==> src/sv/clcp_pkg.sv <==
// shared constants, types and match words for the console line command parser
`default_nettype none
package clcp_pkg;

  // most characters a line may hold
  localparam int LINE_MAX = 63;
  localparam int LEN_W = $clog2(LINE_MAX + 1);

  // only the head of the line takes part in the match
  localparam int HEAD_DEPTH = 7;
  localparam int HEAD_IDX_W = $clog2(HEAD_DEPTH);
  localparam int CHAR_W = 7;

  localparam logic [7:0] BYTE_BS       = 8'h08;
  localparam logic [7:0] BYTE_LF       = 8'h0A;
  localparam logic [7:0] BYTE_CR       = 8'h0D;
  localparam logic [7:0] BYTE_PRINT_LO = 8'h20;
  localparam logic [7:0] BYTE_PRINT_HI = 8'h7E;
  localparam logic [7:0] BYTE_DEL      = 8'h7F;

  typedef logic [LEN_W-1:0] len_t;
  typedef logic [CHAR_W-1:0] head_char_t;

  localparam int HELP_LEN = 4;
  localparam int VERSION_LEN = 7;

  localparam head_char_t WORD_HELP [HELP_LEN] = '{7'h68, 7'h65, 7'h6C, 7'h70};
  localparam head_char_t WORD_VERSION [VERSION_LEN] =
    '{7'h76, 7'h65, 7'h72, 7'h73, 7'h69, 7'h6F, 7'h6E};

  typedef enum logic [1:0] {
    RESP_HELP     = 2'd0,
    RESP_VERSION  = 2'd1,
    RESP_UNKNOWN  = 2'd2,
    RESP_TOO_LONG = 2'd3
  } resp_code_t;

  typedef struct packed {
    logic       emit;
    resp_code_t code;
  } line_result_t;

endpackage
`default_nettype wire

==> src/sv/console_line_command_parser_core.sv <==
// Console line command parser: takes one received byte per transaction and
// returns a response code when a non-empty line ends (0 help, 1 version,
// 2 unknown, 3 line too long). A byte can be accepted every clock cycle; a
// byte is registered on entry and its result, if any, is loaded into the output
// register when that byte advances out of the entry register.
// The rate is set by the update of the line state register, which
// stalls only when a result is due while the output register is still full.
`default_nettype none
module console_line_command_parser_core
  import clcp_pkg::*;
(
  input  wire logic       clk,
  input  wire logic       rst,
  input  wire logic       in_valid,
  output logic            in_ready,
  input  wire logic [7:0] rx_byte,
  output logic            out_valid,
  input  wire logic       out_ready,
  output logic [1:0]      response_code
);

  logic         s1_valid;
  logic [7:0]   s1_byte;
  logic         advance;
  resp_code_t   out_code;
  line_result_t res;

  clcp_line_state u_line_state (
    .clk     (clk),
    .rst     (rst),
    .step    (advance),
    .rx_byte (s1_byte),
    .result  (res)
  );

  // a byte that yields no result never waits on the output side
  assign advance  = s1_valid && (!res.emit || !out_valid || out_ready);
  assign in_ready = !s1_valid || advance;
  assign response_code = out_code;

  always_ff @(posedge clk) begin
    if (rst) begin
      s1_valid  <= 1'b0;
      out_valid <= 1'b0;
    end else begin
      if (in_ready) s1_valid <= in_valid;
      if (advance && res.emit) out_valid <= 1'b1;
      else if (out_ready)      out_valid <= 1'b0;
    end
  end

  always_ff @(posedge clk) begin
    if (in_valid && in_ready) s1_byte <= rx_byte;
    if (advance && res.emit)  out_code <= res.code;
  end

  a_stage_hold: assert property (@(posedge clk) disable iff (rst)
    s1_valid && !advance |=> s1_valid && $stable(s1_byte))
    else $error("held byte lost or changed");

  a_no_overwrite: assert property (@(posedge clk) disable iff (rst)
    advance && res.emit |-> !out_valid || out_ready)
    else $error("result register overwritten");

  a_result_loaded: assert property (@(posedge clk) disable iff (rst)
    advance && res.emit |=> out_valid && out_code == $past(res.code))
    else $error("result not loaded");

endmodule
`default_nettype wire

==> src/sv/clcp_line_state.sv <==
// line editing state, head capture and command match for one byte per cycle when stepped
`default_nettype none
module clcp_line_state
  import clcp_pkg::*;
(
  input  wire logic         clk,
  input  wire logic         rst,
  input  wire logic         step,
  input  wire logic [7:0]   rx_byte,
  output line_result_t      result
);

  len_t       line_length;
  len_t       line_length_next;
  logic       discard_flag;
  logic       discard_flag_next;
  logic       prev_was_cr;
  logic       prev_was_cr_next;
  head_char_t head_chars [HEAD_DEPTH];

  logic                  head_we;
  logic [HEAD_IDX_W-1:0] head_idx;
  logic                  is_cr;
  logic                  is_lf;
  logic                  end_line;
  logic                  is_erase;
  logic                  is_print;
  logic                  match_help;
  logic                  match_version;

  assign is_cr    = (rx_byte == BYTE_CR);
  assign is_lf    = (rx_byte == BYTE_LF);
  assign end_line = is_cr || (is_lf && !prev_was_cr);
  assign is_erase = (rx_byte == BYTE_BS) || (rx_byte == BYTE_DEL);
  assign is_print = (rx_byte >= BYTE_PRINT_LO) && (rx_byte <= BYTE_PRINT_HI);
  assign head_idx = line_length[HEAD_IDX_W-1:0];

  // head entries below line_length are always written, so only those are compared
  always_comb begin
    match_help = (line_length == LEN_W'(HELP_LEN));
    for (int i = 0; i < HELP_LEN; i++) begin
      if (head_chars[i] != WORD_HELP[i]) match_help = 1'b0;
    end
    match_version = (line_length == LEN_W'(VERSION_LEN));
    for (int i = 0; i < VERSION_LEN; i++) begin
      if (head_chars[i] != WORD_VERSION[i]) match_version = 1'b0;
    end
  end

  always_comb begin
    line_length_next  = line_length;
    discard_flag_next = discard_flag;
    prev_was_cr_next  = is_cr;
    head_we           = 1'b0;
    result.emit       = 1'b0;
    result.code       = RESP_UNKNOWN;
    if (end_line) begin
      if (discard_flag) begin
        result.emit       = 1'b1;
        result.code       = RESP_TOO_LONG;
        line_length_next  = '0;
        discard_flag_next = 1'b0;
      end else if (line_length != '0) begin
        result.emit      = 1'b1;
        line_length_next = '0;
        priority if (match_help) result.code = RESP_HELP;
        else if (match_version)  result.code = RESP_VERSION;
        else                     result.code = RESP_UNKNOWN;
      end
    end else if (!is_lf && !discard_flag) begin
      if (is_erase) begin
        if (line_length != '0) line_length_next = line_length - 1'b1;
      end else if (is_print) begin
        if (line_length != LEN_W'(LINE_MAX)) begin
          line_length_next = line_length + 1'b1;
          head_we          = (line_length < LEN_W'(HEAD_DEPTH));
        end else begin
          discard_flag_next = 1'b1;
        end
      end
    end
  end

  always_ff @(posedge clk) begin
    if (rst) begin
      line_length  <= '0;
      discard_flag <= 1'b0;
      prev_was_cr  <= 1'b0;
    end else if (step) begin
      line_length  <= line_length_next;
      discard_flag <= discard_flag_next;
      prev_was_cr  <= prev_was_cr_next;
    end
  end

  always_ff @(posedge clk) begin
    if (step && head_we) head_chars[head_idx] <= rx_byte[CHAR_W-1:0];
  end

  a_len_bound: assert property (@(posedge clk) disable iff (rst)
    line_length <= LEN_W'(LINE_MAX))
    else $error("line length beyond limit");

  a_discard_full: assert property (@(posedge clk) disable iff (rst)
    discard_flag |-> line_length == LEN_W'(LINE_MAX))
    else $error("discarding while line not full");

  a_clear_after_result: assert property (@(posedge clk) disable iff (rst)
    step && result.emit |=> line_length == '0 && !discard_flag)
    else $error("line not cleared after result");

endmodule
`default_nettype wire
==> config.mk <==
export PLATFORM = sky130hd
export DESIGN_NAME = console_line_command_parser_core
export DESIGN_NICKNAME = d
export VERILOG_FILES = /design/src/sv/clcp_pkg.sv /design/src/sv/console_line_command_parser_core.sv /design/src/sv/clcp_line_state.sv
export SDC_FILE = /design/constraint.sdc
export NUM_CORES = 1
export LEC_CHECK = 0
export BUFFER_PORTS_ARGS = -buffer_cell sky130_fd_sc_hd__buf_2
export CELL_PAD_IN_SITES_DETAIL_PLACEMENT = 0
export CELL_PAD_IN_SITES_GLOBAL_PLACEMENT = 2
export CORE_MARGIN = 2
export CORE_UTILIZATION = 25
export CTS_CLUSTER_SIZE = 30
export DETAILED_ROUTE_END_ITERATION = 16
export PLACE_DENSITY_LB_ADDON = 0.08
export SETUP_SLACK_MARGIN = 0.05
export SLEW_MARGIN = 15
export SYNTH_ARGS = -nofsm -noshare
export SYNTH_HDL_FRONTEND = slang
export SYNTH_SLANG_ARGS = --single-unit
==> constraint.sdc <==
create_clock -name clk -period 3.8 [get_ports clk]
set_input_delay 0.76 -clock clk [delete_from_list [all_inputs] [get_ports clk]]
set_output_delay 0.76 -clock clk [all_outputs]
set_load 0.01 [all_outputs]
# After elaboration in Yosys (flattened, before gate mapping)
# Memories as Yosys holds them, arrays and structs flattened.
# Cells that the tools add are included.
[classes] n_addsub=2 n_mul=0 div=0 magnitude_cmp=3 eq_ne=21 shifts=0 mux=38 n_bitwise=2 reduce_logical=27
[ops] operator="inequality test 7 bit, second input constant" n=10
[ops] operator="two-way mux 6 bit" n=8
[ops] operator="two-way mux 1 bit" n=25
[ops] operator="== test 8 x 4 -> 1 bit, second input constant" n=3
[ops] operator="== test 6 x 3 -> 1 bit, second input constant" n=2
[ops] operator="two-way mux 3 bit" n=3
[ops] operator="== test 8 x 7 -> 1 bit, second input constant" n=1
[ops] operator=">= comparator 8 x 6 -> 1 bit, second input constant" n=1
[ops] operator="<= comparator 8 x 7 -> 1 bit, second input constant" n=1
[ops] operator="logical AND 1 bit" n=7
[ops] operator="adder 6 x 1 -> 6 bit, second input constant" n=1
[ops] operator="zero test 1 bit" n=6
[ops] operator="less-than comparator 6 x 3 -> 1 bit, second input constant" n=1
[ops] operator="inequality test 3 x 2 -> 1 bit, second input constant" n=2
[ops] operator="inequality test 6 bit, second input constant" n=1
[ops] operator="AND reduction 6 bit" n=1
[ops] operator="nonzero test 2 bit" n=3
[ops] operator="nonzero test 3 bit" n=2
[ops] operator="nonzero test 6 bit" n=1
[ops] operator="subtractor 6 x 1 -> 6 bit, second input constant" n=1
[ops] operator="logical OR 1 bit" n=5
[ops] operator="AND reduction 5 bit" n=1
[ops] operator="two-way mux 2 bit" n=2
[ops] operator="inequality test 2 x 1 -> 1 bit, second input constant" n=2
[ops] operator="2 further kinds" n=3
[totals] register_bits=20 latch_bits=0 ramBits=49 romBits=0 out_inout_bits=4 n_memories=1
[mem_list] name="u_line_state.head_chars" words=7 width=7 rd=7 rd_clocked_by_memory_dff=0 write_ports=1 line_no="clcp_line_state.sv:19" rtl="head_char_t head_chars [HEAD_DEPTH];"

# Depth between registers and ports, before layout
[logic_depth] depth_word=20 ltp_mapped=12 ltp_nobuf=11

# Cells and area by module
# Synthesis repeated with hierarchy kept, for this count alone.
[unflattened] hier_cells=203 area_unflattened_um2=2837.7
[modules_own_cells] module="clcp_line_state" instances=1 cells_each=181 area_per_inst_um2=2433.6 seq_area_each_um2=1631.6
[modules_own_cells] module="console_line_command_parser_core" instances=1 cells_each=22 area_per_inst_um2=404.1 seq_area_each_um2=340.3

# Least setup slack after synthesis
# Ideal clock, no wire load.
[synth_path] kind="flip-flop to flip-flop" start="register s1_byte[5]" end="register u_line_state.line_length[5]" setup_time_ns=0.074 arrival_ns=3.215 setup_slack_ns=0.511 stages_incl_launch_ff=13 n_path_buf=1 period_less_slack_ns=3.289 cell_sequence="edfxtp_1 > or4b_4 > or3_1 > and2_1 > clkbuf_1 > inv_1 > ha_1 > a211oi_1 > o21bai_1 > a21oi_1 > xnor2_1 > or4_1 > a31oi_1"
[synth_via] elab_chain_cells=9
[synth_lines] element="from (decl)" line_no="console_line_command_parser_core.sv:23" rtl="logic [7:0] s1_byte;"
[synth_lines] element="from (signal assigned)" line_no="console_line_command_parser_core.sv:53" rtl="if (in_valid && in_ready) s1_byte <= rx_byte;"
[synth_lines] element="parallel branches: the longest is 9 deep, another holds >= comparator 8 x 6 -> 1 bit"
[synth_lines] element="to (signal assigned)" line_no="clcp_line_state.sv:90" rtl="line_length <= line_length_next;"
[synth_lines] element="to (decl)" line_no="clcp_line_state.sv:13" rtl="len_t line_length;"
# Parallel ways; which one is timed is not known. The select of a mux whose other input is x is not followed.
# A chain may end at the register's enable or synchronous reset.

# Worst setup path in the final report
[layout_path] start="register s1_byte[7]" end="register u_line_state.line_length[5]"
# The elaborated chain is that of the path after synthesis.

==> metrics <==
outcome finished clean; final antenna-violating net count 0; die height roughly 110 µm; clock share of power a little over two fifths; Die Width around 110 µm; Clock Path Buffers 2; sw frac roughly 22%; Initial Utilization about a quarter; CP cell instances or4b_4 > or3_1 > and2_1 > inv_1 > ha_1 > a211oi_1 > o21bai_1 > a21oi_1 > xnor2_1 > or4_1 > a31oi_1; Post-synth EDFFs 59; core area ~11000 µm²; CTS Buf Count 9; Tmin final around 3300 ps; DP HPWL ~4400 µm; worst hold path type reg -> reg; hold-fix buffers at CTS 0; # setup viols final 0; Synth Net Count ~220; clk slew on worst S/H paths approximately 80 ps; FF/Latch Area slightly below 2000 µm²; CTS H-Tree Depth 3; Rows 38; VDD IR max between 200 and 250 µV; Async SR Flop Fraction 0%; proportion of layout cells with a drive suffix above 1 between 10% and 20%; critical path arrival around 3600 ps; I/O pin cnt 16; top-count cell post-synth edfxtp_1; Iter 0 DRT Violations 66; Post-synth top cells edfxtp_1, nand2_1, nor2_1; vias in the first global route ~1800; f_max 0.3000 GHz; die area 11950 µm²; switching power between 0.3 and 0.4 mW; unrepaired setup endpoints after global routing false; Syn Inst Count between 150 and 200; root buffer cell clkbuf_8; global placer's final weighted congestion about 0.75; DRC viols 0; synthesis-stage register bit count a little under 70; gr usage total 12.19%; gr ovfl total 0; # Max-Cap Violations 0; maximum number of pins on one net before global-route repair 14; CP max-delay cell or4b_4; CP Launch Type flop; FILL cells between 1000 and 1500; WL/cell about 17 µm; Post-CTS Setup Bufs 0; Seq pwr share about 54%; post-CTS resize count 0; total power 1.584 mW; Vias/cell 4.656; Vias approximately 1700; fin. max-slew vios 0; leakage approximately 1.1 nW; Pre-Repair DR Iteration Count 5; Skew-Pair Late Insertion Delay approximately 350 ps; endpoints failing hold 0; CTS tree done; antenna violations before repair 0; clock skew 6.832 ps; worst-margin pin slew around 830 ps; Yosys cell types between 40 and 50; power density over the cells 481.1 nW/µm²; Max-slew headroom around 45%; Yosys warnings 0; P_int roughly 1.2 mW; Seq/Total Area, Yosys roughly 71%; nets@finish 244; Synth area leaders edfxtp_1, dfxtp_1, nand2_1; Final period util just under 90%; Synth top area share 63.90%; antenna fix cells 0; Top FF cell, synth edfxtp_1; CP peak stage delay ~550 ps; CP Class reg -> reg; Multi-input gate area around 750 µm²; worst-path fanout max 4; Worst Setup End Kind flop; Mapped Area roughly 2800 µm²; # clock sinks 69; Syn Area/Cell about 14 µm²; P&R area growth vs syn 18.73%; Data required, critical path around 4100 ps; Post-Route WL 6494 µm; Combinational Power Share under 10%; Final TNS setup 0 ps; fin util between 30% and 40%; cell taking the most area after synthesis edfxtp_1; number of port buffers 15; first-pass GRT wire length 10230 µm
[kinds of logic (layout without fill, tap and decap cells)]
family / count (synthesis) / in the layout / synth area share, %
XOR/XNOR: 3 / 3 / 0.9478
AO/OA/AOI/OAI: 28 / 28 / 6.859
AND/OR/NAND/NOR: 79 / 79 / 16.61
adder cells (fa/ha/maj): 5 / 5 / 2.527
buffers and inverters: 14 / 48 / 1.940
flip-flops: 69 / 69 / 71.12
[worst max-delay path: cells and delay by family, from the launching register on]
| kind | cells | cell delay [ps] |
|---|---|---|
| compound gates | 4 | 760 |
| flops | 1 | 420 |
| xor+xnor | 1 | 90 |
| simple gates | 4 | 1580 |
| buf+inv | 1 | 150 |
| fa+ha+maj | 1 | 260 |
[worst paths after layout]
path                             from                          end  slack, ps  cells past startpoint
max                        s1_byte[7]  u_line_state.line_length[5]        470                     11
min          u_line_state.prev_was_cr     u_line_state.prev_was_cr        480                      2
max reg2reg                s1_byte[7]  u_line_state.line_length[5]        470                     11
min reg2reg  u_line_state.prev_was_cr     u_line_state.prev_was_cr        480                      2
[state kept, by name, indices dropped and copies added, names as in the netlist]
name,flops
s1_valid,1
u_line_state.head_chars,49
u_line_state.discard_flag,1
out_valid,1
response_code,2
u_line_state.prev_was_cr,1
s1_byte,8
u_line_state.line_length,6
[per-stage QoR]
stage | worst slack, ps | instance area (µm²) | hold slack, ps | cells
detailed placement | 498.8 | 3070 | 468.9 | 356
finish | 466.4 | 3292 | 477.5 | 372
CTS | 467.7 | 3292 | 481.1 | 372
global placement | 524.8 | 3070 | 483.6 | 356
floorplan | 510.6 | 2773 | 441.8 | 198
global route | 224.1 | 3292 | 520.7 | 372
[layer usage]
metal	global-route usage (%)	routed length [µm]	vias up
met5	0	0	-
met4	4.882	79	0
met3	2.905	310	9
met2	19.83	3150	40
met1	15.70	2954	853
li1	-	-	830
[cells in the final DEF, fill, tap and decap left out, types with 2 or more instances in the layout]
cell,count
nand4b_1,3
nand2_1,15
xor2_1,2
ha_1,4
o22ai_1,2
edfxtp_1,59
bufinv_16,2
a211oi_1,4
or3_1,8
a31oi_1,2
nand4_1,8
inv_1,7
o21ai_0,3
nor4bb_1,3
nand3_1,6
a21oi_1,9
buf_4,10
buf_2,15
clkinv_4,2
or4b_1,2
a21o_1,2
nor4_1,3
nand3b_1,2
dfxtp_1,10
nor2_1,11
clkbuf_8,9
or4_1,4
nor3_1,6
nand2b_1,2
[layout make-up]
cell class,count,area share (%)
inverters,7,0.7982
flip-flops and latches,69,59.90
clock buffers,9,3.763
repair buffers,25,4.561
multi-input cells,115,22.69
clock inverters,7,2.965
well taps,140,5.321
[power by group through the flow]
stage | clock, mW | sequential [mW] | combinational (mW)
after floorplan | 0 | 0.867 | 0.0259
after global placement | 0 | 0.867 | 0.0618
after global routing | 0.722 | 0.853 | 0.0667
final | 0.673 | 0.851 | 0.0599
after detailed placement | 0 | 0.868 | 0.0617
after CTS | 0.693 | 0.851 | 0.0620
Note: power is estimated with default switching activity, not from simulation.
